<file path="src/design/ebt_pkg.sv">
`default_nettype none
package ebt_pkg;

	localparam logic [7:0] CH_ZERO   = 8'h30;
	localparam logic [7:0] CH_NINE   = 8'h39;
	localparam logic [7:0] CH_LOW_A  = 8'h61;
	localparam logic [7:0] CH_LOW_Z  = 8'h7a;
	localparam logic [7:0] CH_UP_A   = 8'h41;
	localparam logic [7:0] CH_UP_Z   = 8'h5a;
	localparam logic [7:0] CH_UNDER  = 8'h5f;
	localparam logic [7:0] CH_SPACE  = 8'h20;
	localparam logic [7:0] CH_TAB    = 8'h09;
	localparam logic [7:0] CH_NL     = 8'h0a;
	localparam logic [7:0] CH_PLUS   = 8'h2b;
	localparam logic [7:0] CH_MINUS  = 8'h2d;
	localparam logic [7:0] CH_STAR   = 8'h2a;
	localparam logic [7:0] CH_SLASH  = 8'h2f;
	localparam logic [7:0] CH_LPAREN = 8'h28;
	localparam logic [7:0] CH_RPAREN = 8'h29;
	localparam logic [7:0] CH_SEMI   = 8'h3b;
	localparam logic [7:0] CH_EQUALS = 8'h3d;

	localparam logic [3:0] KIND_PLUS   = 4'd0;
	localparam logic [3:0] KIND_MINUS  = 4'd1;
	localparam logic [3:0] KIND_STAR   = 4'd2;
	localparam logic [3:0] KIND_SLASH  = 4'd3;
	localparam logic [3:0] KIND_LPAREN = 4'd4;
	localparam logic [3:0] KIND_RPAREN = 4'd5;
	localparam logic [3:0] KIND_SEMI   = 4'd6;
	localparam logic [3:0] KIND_EQUALS = 4'd7;
	localparam logic [3:0] KIND_SPACE  = 4'd8;
	localparam logic [3:0] KIND_NUMBER = 4'd9;
	localparam logic [3:0] KIND_IDENT  = 4'd10;
	localparam logic [3:0] KIND_END    = 4'd11;

	localparam logic [15:0] START_CAP = 16'hffff;

	// power of two so the queue pointers wrap on their own
	localparam int QUEUE_DEPTH = 4;
	localparam int SLOTS = 3;

	typedef enum logic [1:0] {
		RUN_NONE   = 2'd0,
		RUN_SPACE  = 2'd1,
		RUN_NUMBER = 2'd2,
		RUN_IDENT  = 2'd3
	} run_cls_t;

	typedef struct packed {
		logic [3:0]  kind;
		logic [15:0] start;
		logic [16:0] len;
	} tok_t;

	// all tokens caused by one source item, in emission order
	typedef struct packed {
		logic [SLOTS-1:0] vld;
		tok_t [SLOTS-1:0] tok;
	} bundle_t;

	function automatic logic [3:0] run_kind(input run_cls_t cls);
		logic [3:0] k;
		case (cls)
			RUN_SPACE:  k = KIND_SPACE;
			RUN_NUMBER: k = KIND_NUMBER;
			RUN_IDENT:  k = KIND_IDENT;
			default:    k = KIND_END;
		endcase
		return k;
	endfunction

endpackage
`default_nettype wire

</file>
<file path="src/design/ebt_front.sv">
`default_nettype none
module ebt_front #(
	parameter int MAX_SOURCE_BYTES = 65536
) (
	input  wire logic             clk,
	input  wire logic             arst_n,
	input  wire logic             src_valid,
	output logic                  src_ready,
	input  wire logic [7:0]       source_byte,
	input  wire logic             byte_present,
	input  wire logic             end_of_source,
	input  wire logic             q_full,
	output logic                  q_push,
	output ebt_pkg::bundle_t      q_wdata
);
	import ebt_pkg::*;

	localparam logic [16:0] CAP = (MAX_SOURCE_BYTES > 131071) ? 17'h1ffff :
		17'(MAX_SOURCE_BYTES);

	run_cls_t    cls_q;
	logic [15:0] start_q;
	logic [16:0] len_q;
	logic [16:0] pos_q;

	run_cls_t    cls_a, cls_c;
	logic [15:0] start_a;
	logic [16:0] len_a;
	logic [16:0] pos_a;
	logic [15:0] pos_clip, end_clip;
	logic        is_op, accept;
	logic [3:0]  op_kind;
	bundle_t     b;

	assign src_ready = !q_full;
	assign accept    = src_valid && src_ready;

	always_comb begin
		is_op   = 1'b1;
		op_kind = KIND_PLUS;
		case (source_byte)
			CH_PLUS:   op_kind = KIND_PLUS;
			CH_MINUS:  op_kind = KIND_MINUS;
			CH_STAR:   op_kind = KIND_STAR;
			CH_SLASH:  op_kind = KIND_SLASH;
			CH_LPAREN: op_kind = KIND_LPAREN;
			CH_RPAREN: op_kind = KIND_RPAREN;
			CH_SEMI:   op_kind = KIND_SEMI;
			CH_EQUALS: op_kind = KIND_EQUALS;
			default:   is_op = 1'b0;
		endcase
	end

	always_comb begin
		if (source_byte == CH_SPACE || source_byte == CH_TAB || source_byte == CH_NL) begin
			cls_c = RUN_SPACE;
		end else if (source_byte >= CH_ZERO && source_byte <= CH_NINE) begin
			// digits extend an identifier
			cls_c = (cls_q == RUN_IDENT) ? RUN_IDENT : RUN_NUMBER;
		end else if ((source_byte >= CH_LOW_A && source_byte <= CH_LOW_Z) ||
				(source_byte >= CH_UP_A && source_byte <= CH_UP_Z) ||
				source_byte == CH_UNDER) begin
			cls_c = RUN_IDENT;
		end else begin
			cls_c = RUN_NONE;
		end
	end

	always_comb begin
		pos_clip = (pos_q > {1'b0, START_CAP}) ? START_CAP : pos_q[15:0];
		b        = '0;
		cls_a    = cls_q;
		start_a  = start_q;
		len_a    = len_q;
		pos_a    = pos_q;

		if (byte_present) begin
			if (is_op || cls_c == RUN_NONE || cls_c != cls_q) begin
				// any open run ends here
				b.vld[0]       = (cls_q != RUN_NONE);
				b.tok[0].kind  = run_kind(cls_q);
				b.tok[0].start = start_q;
				b.tok[0].len   = len_q;
				if (is_op || cls_c == RUN_NONE) begin
					cls_a   = RUN_NONE;
					start_a = '0;
					len_a   = '0;
				end else begin
					cls_a   = cls_c;
					start_a = pos_clip;
					len_a   = 17'd1;
				end
			end else if (len_q < CAP) begin
				len_a = len_q + 17'd1;
			end
			if (pos_q < CAP) begin
				pos_a = pos_q + 17'd1;
			end
		end

		end_clip = (pos_a > {1'b0, START_CAP}) ? START_CAP : pos_a[15:0];

		if (byte_present && is_op) begin
			b.vld[1]       = 1'b1;
			b.tok[1].kind  = op_kind;
			b.tok[1].start = pos_clip;
			b.tok[1].len   = 17'd1;
		end else if (end_of_source) begin
			b.vld[1]       = (cls_a != RUN_NONE);
			b.tok[1].kind  = run_kind(cls_a);
			b.tok[1].start = start_a;
			b.tok[1].len   = len_a;
		end

		if (end_of_source) begin
			b.vld[2]       = 1'b1;
			b.tok[2].kind  = KIND_END;
			b.tok[2].start = end_clip;
			b.tok[2].len   = '0;
		end
	end

	assign q_push  = accept && (b.vld != '0);
	assign q_wdata = b;

	always_ff @(posedge clk or negedge arst_n) begin
		if (!arst_n) begin
			cls_q   <= RUN_NONE;
			start_q <= '0;
			len_q   <= '0;
			pos_q   <= '0;
		end else if (accept) begin
			if (end_of_source) begin
				cls_q   <= RUN_NONE;
				start_q <= '0;
				len_q   <= '0;
				pos_q   <= '0;
			end else begin
				cls_q   <= cls_a;
				start_q <= start_a;
				len_q   <= len_a;
				pos_q   <= pos_a;
			end
		end
	end

endmodule
`default_nettype wire

</file>
<file path="src/design/ebt_queue.sv">
`default_nettype none
module ebt_queue (
	input  wire logic              clk,
	input  wire logic              arst_n,
	input  wire logic              push,
	input  wire ebt_pkg::bundle_t  wdata,
	input  wire logic              pop,
	output ebt_pkg::bundle_t       rdata,
	output logic                   full,
	output logic                   empty
);
	import ebt_pkg::*;

	localparam int PTR_W = $clog2(QUEUE_DEPTH);
	localparam int CNT_W = $clog2(QUEUE_DEPTH + 1);

	bundle_t           mem_q [QUEUE_DEPTH];
	logic [PTR_W-1:0]  wr_ptr_q, rd_ptr_q;
	logic [CNT_W-1:0]  count_q;
	logic              do_push, do_pop;

	assign full    = (count_q == CNT_W'(QUEUE_DEPTH));
	assign empty   = (count_q == '0);
	assign do_push = push && !full;
	assign do_pop  = pop && !empty;
	assign rdata   = mem_q[rd_ptr_q];

	always_ff @(posedge clk or negedge arst_n) begin
		if (!arst_n) begin
			wr_ptr_q <= '0;
			rd_ptr_q <= '0;
			count_q  <= '0;
		end else begin
			if (do_push) begin
				wr_ptr_q <= wr_ptr_q + PTR_W'(1);
			end
			if (do_pop) begin
				rd_ptr_q <= rd_ptr_q + PTR_W'(1);
			end
			if (do_push && !do_pop) begin
				count_q <= count_q + CNT_W'(1);
			end else if (do_pop && !do_push) begin
				count_q <= count_q - CNT_W'(1);
			end
		end
	end

	always_ff @(posedge clk) begin
		if (do_push) begin
			mem_q[wr_ptr_q] <= wdata;
		end
	end

endmodule
`default_nettype wire

</file>
<file path="src/design/ebt_back.sv">
`default_nettype none
module ebt_back (
	input  wire logic              clk,
	input  wire logic              arst_n,
	input  wire ebt_pkg::bundle_t  q_rdata,
	input  wire logic              q_empty,
	output logic                   q_pop,
	output logic                   tok_valid,
	input  wire logic              tok_ready,
	output logic [3:0]             token_kind,
	output logic [15:0]            token_start,
	output logic [16:0]            token_length,
	output logic                   final_token
);
	import ebt_pkg::*;

	logic [SLOTS-1:0] vld_q;
	tok_t [SLOTS-1:0] tok_q;
	logic [SLOTS-1:0] sel_oh, rest;
	tok_t             cur;
	logic             xfer, load_ok;

	always_comb begin
		sel_oh = '0;
		cur    = tok_q[SLOTS-1];
		if (vld_q[0]) begin
			sel_oh[0] = 1'b1;
			cur       = tok_q[0];
		end else if (vld_q[1]) begin
			sel_oh[1] = 1'b1;
			cur       = tok_q[1];
		end else begin
			sel_oh[2] = vld_q[2];
		end
	end

	assign tok_valid    = (vld_q != '0);
	assign xfer         = tok_valid && tok_ready;
	assign token_kind   = cur.kind;
	assign token_start  = cur.start;
	assign token_length = cur.len;
	assign final_token  = (cur.kind == KIND_END);

	// refill once the held bundle is empty or its last token leaves this cycle
	assign rest    = vld_q & ~sel_oh;
	assign load_ok = (rest == '0) && (!tok_valid || tok_ready);
	assign q_pop   = load_ok && !q_empty;

	always_ff @(posedge clk or negedge arst_n) begin
		if (!arst_n) begin
			vld_q <= '0;
		end else if (q_pop) begin
			vld_q <= q_rdata.vld;
		end else if (xfer) begin
			vld_q <= rest;
		end
	end

	always_ff @(posedge clk) begin
		if (q_pop) begin
			tok_q <= q_rdata.tok;
		end
	end

endmodule
`default_nettype wire

</file>
<file path="src/design/expression_byte_tokenizer.sv">
`default_nettype none
// expression byte tokenizer
// src channel: one source byte per transfer (source_byte, byte_present,
// end_of_source); an item with byte_present low and end_of_source high
// only closes the source text.
// tok channel: one token per transfer (token_kind, token_start,
// token_length, final_token); final_token marks the end token.
// the front classifies each accepted byte against the open run and writes
// up to three tokens as one entry into a four-entry queue; the back pulls
// entries and hands out their tokens one per cycle while tok_ready is high.
// src_ready is high whenever the queue has room, so one byte per cycle is
// taken; bytes that only extend a run use no queue entry.
// a token passes a queue entry and then the back register before it is
// offered. when tok_ready stays low the back keeps its entry, the queue
// fills and src_ready drops after four pending entries.
// reset empties the queue and the back register and restarts at offset 0;
// the end token also returns the front to offset 0 for the next source.
module expression_byte_tokenizer #(
	parameter int MAX_SOURCE_BYTES = 65536
) (
	input  wire logic        clk,
	input  wire logic        arst_n,
	input  wire logic        src_valid,
	output logic             src_ready,
	input  wire logic [7:0]  source_byte,
	input  wire logic        byte_present,
	input  wire logic        end_of_source,
	output logic             tok_valid,
	input  wire logic        tok_ready,
	output logic [3:0]       token_kind,
	output logic [15:0]      token_start,
	output logic [16:0]      token_length,
	output logic             final_token
);
	import ebt_pkg::*;

	logic    q_push, q_pop, q_full, q_empty;
	bundle_t q_wdata, q_rdata;

	ebt_front #(
		.MAX_SOURCE_BYTES(MAX_SOURCE_BYTES)
	) u_front (
		.clk          (clk),
		.arst_n       (arst_n),
		.src_valid    (src_valid),
		.src_ready    (src_ready),
		.source_byte  (source_byte),
		.byte_present (byte_present),
		.end_of_source(end_of_source),
		.q_full       (q_full),
		.q_push       (q_push),
		.q_wdata      (q_wdata)
	);

	ebt_queue u_queue (
		.clk   (clk),
		.arst_n(arst_n),
		.push  (q_push),
		.wdata (q_wdata),
		.pop   (q_pop),
		.rdata (q_rdata),
		.full  (q_full),
		.empty (q_empty)
	);

	ebt_back u_back (
		.clk         (clk),
		.arst_n      (arst_n),
		.q_rdata     (q_rdata),
		.q_empty     (q_empty),
		.q_pop       (q_pop),
		.tok_valid   (tok_valid),
		.tok_ready   (tok_ready),
		.token_kind  (token_kind),
		.token_start (token_start),
		.token_length(token_length),
		.final_token (final_token)
	);

	a_no_overflow: assert property (@(posedge clk) disable iff (!arst_n)
		q_push |-> !q_full)
		else $error("queue written while full");

	a_no_underflow: assert property (@(posedge clk) disable iff (!arst_n)
		q_pop |-> !q_empty)
		else $error("queue read while empty");

	a_len_final: assert property (@(posedge clk) disable iff (!arst_n)
		tok_valid |-> (final_token == (token_length == '0)))
		else $error("zero length on a token other than end");

	a_end_clears: assert property (@(posedge clk) disable iff (!arst_n)
		(src_valid && src_ready && end_of_source) |=> src_ready || q_full)
		else $error("front blocked without a full queue");

endmodule
`default_nettype wire
</file>
<file path="config.mk">
export PLATFORM = sky130hd
export DESIGN_NAME = expression_byte_tokenizer
export DESIGN_NICKNAME = d
export VERILOG_FILES = /design/src/design/ebt_pkg.sv /design/src/design/ebt_front.sv /design/src/design/ebt_queue.sv /design/src/design/ebt_back.sv /design/src/design/expression_byte_tokenizer.sv
export SDC_FILE = /design/constraint.sdc
export NUM_CORES = 1
export LEC_CHECK = 0
export ABC_CLOCK_PERIOD_IN_PS = 4190
export BUFFER_PORTS_ARGS = -buffer_cell sky130_fd_sc_hd__buf_2
export CAP_MARGIN = 20
export CELL_PAD_IN_SITES_DETAIL_PLACEMENT = 1
export CELL_PAD_IN_SITES_GLOBAL_PLACEMENT = 2
export CORE_MARGIN = 3
export CORE_UTILIZATION = 43
export DETAILED_ROUTE_END_ITERATION = 12
export GPL_TIMING_DRIVEN = 0
export PLACE_DENSITY = 0.82
export SYNTH_ARGS = -nofsm -noshare
export SYNTH_HDL_FRONTEND = slang
export SYNTH_SLANG_ARGS = --single-unit
</file>
<file path="constraint.sdc">
create_clock -name clk -period 4.19 [get_ports clk]
set_input_delay 0.419 -clock clk [delete_from_list [all_inputs] [get_ports clk]]
set_output_delay 0.419 -clock clk [all_outputs]
set_load 0.01 [all_outputs]
</file>
==> results.py, run 1 <==
metrics = {
    "yosys": {
        "yosysSeqAreaShare": 0.717,
        "ys_seq_elements": 520,
        "syn_nets": 1271,
        "syn_area_um2": 21300,
        "synth_edf_count": 458,
        "yosysWarnings": 0,
        "postSynthAreaPerCell_um2": 17.2,
        "synth-main-ff-cell": "edfxtp_1",
        "synthArstFlopShare": 0.119,
        "ys_top_cells_by_area": "edfxtp_1, mux4_2, dfrtp_1, nand2_1, mux2i_1",
        "yosysTopAreaCell": "edfxtp_1",
        "syn_inst": 1244,
        "synth_top_cell_area_share": 0.644,
        "synth.distinct_cells": 65,
    },
    "floorplan": {
        "initial_core_util": 0.436,
        "rows": 81,
        "die_area_um2": 52300,
        "core-area_um2": 49000,
        "die_w_um": 229,
        "pin_count": 54,
        "die_h_um": 229,
    },
    "clocking": {
        "cts_max_level": 2,
        "cts_tree": "done",
        "cts_root_buffer": "clkbuf_16",
        "clock_latency_ns": 0.59,
        "cts-resized-gates": 0,
        "cts_max_path_buffers": 3,
        "clk_pin_slew_worst_paths_ns": 0.06,
        "cts-buffers-inserted": 50,
        "cts_sinks": 520,
    },
    "power_and_ir_drop": {
        "seqPwrFrac": 0.448,
        "internal_power_mw": 11.5,
        "sw_frac_of_total": 0.300,
        "p_switching_mw": 4.91,
        "vdd_ir_drop_max_v": 0.000354,
        "power_per_cell_area_nw_per_um2": 671,
        "comb_power_share": 0.263,
        "p_clk_frac": 0.290,
        "p_leak_nw": 8.04,
    },
    "hold_path": {
        "holdCritPathClass": "input pin to flop",
        "holdPathStages": 2,
    },
    "drt": {
        "ant_nets": 0,
        "num_vias": 11616,
        "wl_per_cell_um": 25.3,
        "drc": 0,
        "drt_iter0_markers": 972,
        "vias_per_cell": 5.63,
        "first_pass_iters": 5,
        "routed_wl_um": 52100,
    },
    "sta": {
        "period_share": 0.818,
        "hold_ws_ns": 0.0998,
        "rsz0062_at_grt": "false",
        "worst_slack_ns": 0.762,
        "hold_viol_final": 0,
        "clock_skew_ns": 0.0240,
        "slew_violations": 0,
        "period_needed_ns": 3.43,
        "worst_pin_slew_ns": 1.16,
        "fmaxAchievable_ghz": 0.292,
        "setup_viol": 0,
        "slew_headroom": 0.229,
    },
    "setup_path": {
        "r2r_cells": 7,
        "path_max_fanout": 10,
        "crit_start": "u_back.vld_q[1]$_DFFE_PN0P_",
        "critPathKind": "flop to output port",
        "cp.arrival_ns": 3.01,
        "crit-reg2reg-capture": "u_queue.mem_q[0][13]$_DFFE_PP_",
        "rrSetupSlack_ns": 0.97,
        "endpoint_kind": "output port",
        "endpoint": "token_length[0]",
        "startpoint_type": "flop",
        "crit_required_ns": 3.77,
        "worstReg2RegStart": "u_front.cls_q[1]$_DFFE_PN0P_",
    },
    "placement": {
        "dpl.hpwl_um": 33200,
        "gp_congestion": 0.771,
        "place_ws_ns": 0.771,
        "io_buffers": 50,
    },
    "grt": {
        "grt_pass1_vias": 12250,
        "grt_antenna_before_repair": 0,
        "overflow": 0,
        "grt.total_usage": 0.202,
        "grt_pass1_wl_um": 79800,
        "grt_start_max_net_pins": 60,
    },
    "cells_and_area": {
        "areaGrowthSynthToFinish_pct": 14.3,
        "fill_cells": 4599,
        "drive_gt1_frac": 0.215,
        "fin_nets": 1382,
    },
    "run_status": {
        "status": "finished clean",
    },
    "flow_run": {
        "drv_cap": 0,
    },
}
-- through the flow --
step	power (mW)	TNS, ns	utilization	cell area, um^2	instances
6_report	16.4	0	0.498	24400	2062
5_1_grt	17.1	0	0.498	24400	2061
4_1_cts	16.5	0	0.498	24400	2059
3_5_place_dp	11.8	0	0.462	22600	1964
3_3_place_gp	11.5	-141.44	0.458	22400	1958
2_1_floorplan	10.0	0	-	21300	1244
-- placed cells by master (no fill, tap or decap), types with 7 or more instances in the layout --
cell       synthesis  routed
clkbuf_16          0      51
xor2_1            16      16
o2bb2ai_1         24      24
nand4_1            7       7
ha_1              12      12
nor2_1            53      53
clkinv_2           0       8
a21oi_1           45      45
nor2_2            11      11
o21ai_0           54      54
mux2i_1           28      28
nor3_1            21      21
clkinv_1           0       7
dfrtp_1           62      62
edfxtp_1         458     458
nand2_1           85      85
inv_1             13      12
nand3_1           14      14
mux4_2            92      92
a22o_1            21      21
and2_1            40      36
o2bb2ai_2         10      10
bufinv_16          0       8
buf_2             12      61
xnor2_1           16      16
buf_1             13      13
clkbuf_1          46      54
-- layer usage --
layer / routed length, um / up-vias / track usage / part of all wire
li1: - / 5083 / - / -
met1: 22500 / 6093 / 0.286 / 0.43
met2: 25400 / 360 / 0.330 / 0.49
met3: 2920 / 80 / 0.0290 / 0.056
met4: 1240 / 0 / 0.0598 / 0.024
met5: 0 / - / 0 / 0
-- cells by family after synthesis --
group / synth area share
AO/OA/AOI/OAI: 0.0654
multiplexers: 0.111
buffers and inverters: 0.0201
AND/OR/NAND/NOR: 0.0644
XOR/XNOR: 0.0131
flip-flops: 0.717
adder cells (fa/ha/maj): 0.00844
-- layout make-up --
class / instances / area, um^2 / area share
Antenna cell: 1 / 2.50 / 0.000103
Inverter: 13 / 51.3 / 0.00210
Clock inverter: 32 / 394 / 0.0162
Sequential cell: 520 / 15300 / 0.628
Multi-Input combinational cell: 630 / 5620 / 0.230
Clock buffer: 62 / 1350 / 0.0553
Buffer: 81 / 379 / 0.0155
Timing Repair Buffer: 59 / 458 / 0.0188
Tap cell: 664 / 831 / 0.0341
-- worst min-delay path by stage --
stage                                               from                             end
after floorplan                                   arst_n     u_back.vld_q[0]$_DFFE_PN0P_
after global placement    u_queue.count_q[2]$_DFFE_PN0P_  u_queue.count_q[2]$_DFFE_PN0P_
after detailed placement                          arst_n    u_front.len_q[5]$_DFFE_PN0P_
after CTS                                      tok_ready     u_back.vld_q[2]$_DFFE_PN0P_
after global routing                           tok_ready     u_back.vld_q[2]$_DFFE_PN0P_
final                                          tok_ready     u_back.vld_q[2]$_DFFE_PN0P_
-- power by group through the flow --
stage	Combinational [mW]	Sequential (mW)	Clock, mW
final	4.30	7.33	4.74
after global routing	4.67	7.41	5.02
after CTS	4.37	7.33	4.81
after detailed placement	4.33	7.42	0
after global placement	4.09	7.43	0
after floorplan	2.70	7.32	0
-- worst max-delay path, cell delays in order (launching register included) --
cell and delay (ns):
dfrtp_1 0.32, clkbuf_1 0.33, nor2b_1 0.18, clkbuf_1 0.46, clkbuf_1 0.68, a22o_1 0.29
buf_2 0.16
-- sequential cells by signal (all words and copies together), names as in the netlist --
| register | count |
|---|---|
| u_back.tok_q | 90 |
| u_back.vld_q | 3 |
| u_front.cls_q | 2 |
| u_front.len_q | 17 |
| u_front.pos_q | 17 |
| u_front.start_q | 16 |
| u_queue.count_q | 3 |
| u_queue.mem_q | 368 |
| u_queue.rd_ptr_q | 2 |
| u_queue.wr_ptr_q | 2 |
-- cells in the mapped netlist (2+ instances only) --
cell type	instances
ha_1	12
nor2_2	11
buf_4	4
or3_1	6
o21a_1	3
nor4_2	2
nand2b_1	5
nand2_1	85
clkbuf_1	46
nand4_1	7
buf_6	6
o2bb2ai_1	24
nor2b_1	2
nor2_1	53
o2bb2ai_2	10
buf_1	13
o21ai_4	3
a21o_1	2
nor3b_1	2
and3_1	6
edfxtp_1	458
a211oi_1	3
a21oi_1	45
nand4b_1	2
mux4_2	92
and2_1	40
nor4bb_1	2
or4_1	2
a22o_1	21
xor2_1	16
inv_1	13
mux2i_1	28
dfrtp_1	62
nand3_1	14
o21ai_1	4
o31ai_1	3
buf_2	12
o21ai_0	54
a31oi_1	6
xnor2_1	16
or2_2	4
o22ai_1	2
nor3_1	21
-- repair_timing --
item / 4_1_cts / 5_1_grt
endpoints found under the hold margin: 23 / 0
buffers inserted: 0 / 0
hold buffers: 1 / 0
Power figures use the tool's default switching activity.
==> inputs of run 2 (changes only) <==
--- a/config.mk
+++ b/config.mk
@@ -5,16 +5,16 @@
 export SDC_FILE = /design/constraint.sdc
 export NUM_CORES = 1
 export LEC_CHECK = 0
-export ABC_CLOCK_PERIOD_IN_PS = 4190
+export ABC_CLOCK_PERIOD_IN_PS = 3550
 export BUFFER_PORTS_ARGS = -buffer_cell sky130_fd_sc_hd__buf_2
 export CAP_MARGIN = 20
 export CELL_PAD_IN_SITES_DETAIL_PLACEMENT = 1
 export CELL_PAD_IN_SITES_GLOBAL_PLACEMENT = 2
 export CORE_MARGIN = 3
-export CORE_UTILIZATION = 43
+export CORE_UTILIZATION = 48
 export DETAILED_ROUTE_END_ITERATION = 12
 export GPL_TIMING_DRIVEN = 0
-export PLACE_DENSITY = 0.82
+export PLACE_DENSITY = 0.86
 export SYNTH_ARGS = -nofsm -noshare
 export SYNTH_HDL_FRONTEND = slang
 export SYNTH_SLANG_ARGS = --single-unit
==> constraint.sdc (replaced) <==
create_clock -name clk -period 3.55 [get_ports clk]
set_input_delay 0.355 -clock clk [delete_from_list [all_inputs] [get_ports clk]]
set_output_delay 0.355 -clock clk [all_outputs]
set_load 0.01 [all_outputs]
==> results.py, run 2 (synthesis results as in run 1) <==
metrics = {
    "setup_path": {
        "crit_chain": "clkbuf_1 -> clkbuf_1 -> clkbuf_1 -> o21ai_0 -> buf_2",
        "cpMostUsedCell": "clkbuf_1",
        "cp_top_family": "buffers and inverters",
        "cp.arrival_ns": 3.02,
        "crit_buf_inv": 4,
        "path_max_fanout": 10,
        "endpoint_kind": "output port",
        "crit_slowest_cell": "clkbuf_1",
        "crit_path_max_incr_delay_ns": 0.77,
        "crit_required_ns": 3.19,
        "startpoint_type": "flop",
        "critPathKind": "flop to output port",
    },
    "grt": {
        "grt_pass1_vias": 12611,
        "overflow": 0,
        "grt_antenna_before_repair": 0,
        "grt.total_usage": 0.232,
        "grt_start_max_net_pins": 58,
        "grt_pass1_wl_um": 81000,
    },
    "cells_and_area": {
        "areaGrowthSynthToFinish_pct": 13.5,
        "layout_common_cells": "edfxtp_1, mux4_2, nand2_1",
        "drive_gt1_frac": 0.211,
        "fin_nets": 1382,
        "layout_commonest_cell": "edfxtp_1",
        "reg_top3": "u_queue.mem_q (368), u_back.tok_q (90)",
        "largest_reg_flops": 368,
        "antennaDiodeCount": 0,
        "fill_cells": 4009,
        "top_register": "u_queue.mem_q",
    },
    "floorplan": {
        "core-area_um2": 43500,
        "die_area_um2": 47000,
        "die_w_um": 217,
        "die_h_um": 217,
        "rows": 76,
        "initial_core_util": 0.491,
        "pin_count": 54,
    },
    "clocking": {
        "cts_root_buffer": "clkbuf_16",
        "cts_max_path_buffers": 3,
        "cts_max_level": 2,
        "clock_latency_ns": 0.58,
        "cts_setup_buffers": 0,
        "cts_tree": "done",
        "clk_pin_slew_worst_paths_ns": 0.06,
        "cts_sinks": 520,
        "cts-buffers-inserted": 50,
    },
    "flow_run": {
        "drv_cap": 0,
    },
    "run_status": {
        "status": "finished clean",
    },
    "drt": {
        "num_vias": 11870,
        "vias_per_cell": 5.99,
        "drt_iter0_markers": 1182,
        "wl_per_cell_um": 26.9,
        "drc": 0,
        "routed_wl_um": 53300,
        "first_pass_iters": 5,
        "ant_nets": 0,
    },
    "sta": {
        "rsz0062_at_grt": "false",
        "fmaxAchievable_ghz": 0.296,
        "clock_skew_ns": 0.0136,
        "slew_headroom": 0.212,
        "fin_tns_setup_ns": 0,
        "period_share": 0.952,
        "hold_viol_final": 0,
        "slew_violations": 0,
        "worst_pin_slew_ns": 1.18,
        "period_needed_ns": 3.38,
        "setup_viol": 0,
        "worst_slack_ns": 0.170,
    },
    "placement": {
        "gp_congestion": 0.820,
        "io_buffers": 50,
        "dpl.hpwl_um": 34400,
        "place_ws_ns": 0.273,
    },
    "power_and_ir_drop": {
        "fin_total_pwr_mw": 19.2,
        "vdd_ir_drop_max_v": 0.000422,
        "power_per_cell_area_nw_per_um2": 794,
        "p_leak_nw": 8.02,
    },
    "hold_path": {
        "holdCritPathClass": "input pin to flop",
    },
}
==> run 2: cell count changes in the layout (fill, tap and decap cells not counted), sizes merged <==
cell / delta
buf: -1
diode: -1
bufinv: -1
clkinv: -9
inv: +1
clkbuf: +14
clkinvlp: -4
==> run 2: power breakdown <==
group,total (mW),internal [mW],switching [mW]
logic,5.09,1.96,3.12
clock network,5.47,3.24,2.23
registers,8.67,8.25,0.422
==> run 2: path summary, 6_finish.rpt <==
kind | start | endpoint | slack [ns] | cells after the start
min in group asynchronous | arst_n | u_front.len_q[6]$_DFFE_PN0P_ | 0.16 | 2
max in group asynchronous | arst_n | u_front.start_q[12]$_DFFE_PN0P_ | 2.81 | 3
worst max register to register | u_front.cls_q[1]$_DFFE_PN0P_ | u_queue.mem_q[2][51]$_DFFE_PP_ | 0.38 | 7
worst min register to register | u_queue.count_q[2]$_DFFE_PN0P_ | u_queue.count_q[2]$_DFFE_PN0P_ | 0.51 | 1
worst min-delay path | tok_ready | u_back.vld_q[2]$_DFFE_PN0P_ | 0.08 | 2
worst max-delay path | u_back.vld_q[0]$_DFFE_PN0P_ | token_start[7] | 0.17 | 5
==> run 2: routing by layer <==
layer,vias up,global-route usage,part of all wire
li1,5084,-,-
met1,6267,0.324,0.42
met2,433,0.380,0.49
met3,86,0.0408,0.068
met4,0,0.0711,0.027
met5,-,0,0
==> run 2: layout make-up <==
cell class                 count  area (um^2)  share of cell area
multi-input combinational    630         5620               0.232
clock buffer                  75         1400              0.0576
inverter                      13         51.3             0.00212
buffer                        81          380              0.0157
tap                          585          732              0.0302
timing repair buffer          59          450              0.0186
sequential                   520        15300               0.632
clock inverter                19          294              0.0121
==> run 2: metrics by stage <==
stage | utilization | instance area [um^2] | std cells | hold slack (ns)
after floorplan | - | 21300 | 1244 | 0.0594
after global placement | 0.514 | 22300 | 1879 | 0.481
after detailed placement | 0.518 | 22500 | 1885 | 0.209
after CTS | 0.557 | 24200 | 1980 | 0.0610
after global routing | 0.557 | 24200 | 1982 | 0.0694
final | 0.557 | 24200 | 1982 | 0.0825
==> run 2: timing repair <==
action | in CTS | in global routing
gates resized for setup | 0 | 2
endpoints found under the hold margin | 62 | 0
setup endpoints to repair | 0 | 1
hold buffers | 1 | 0
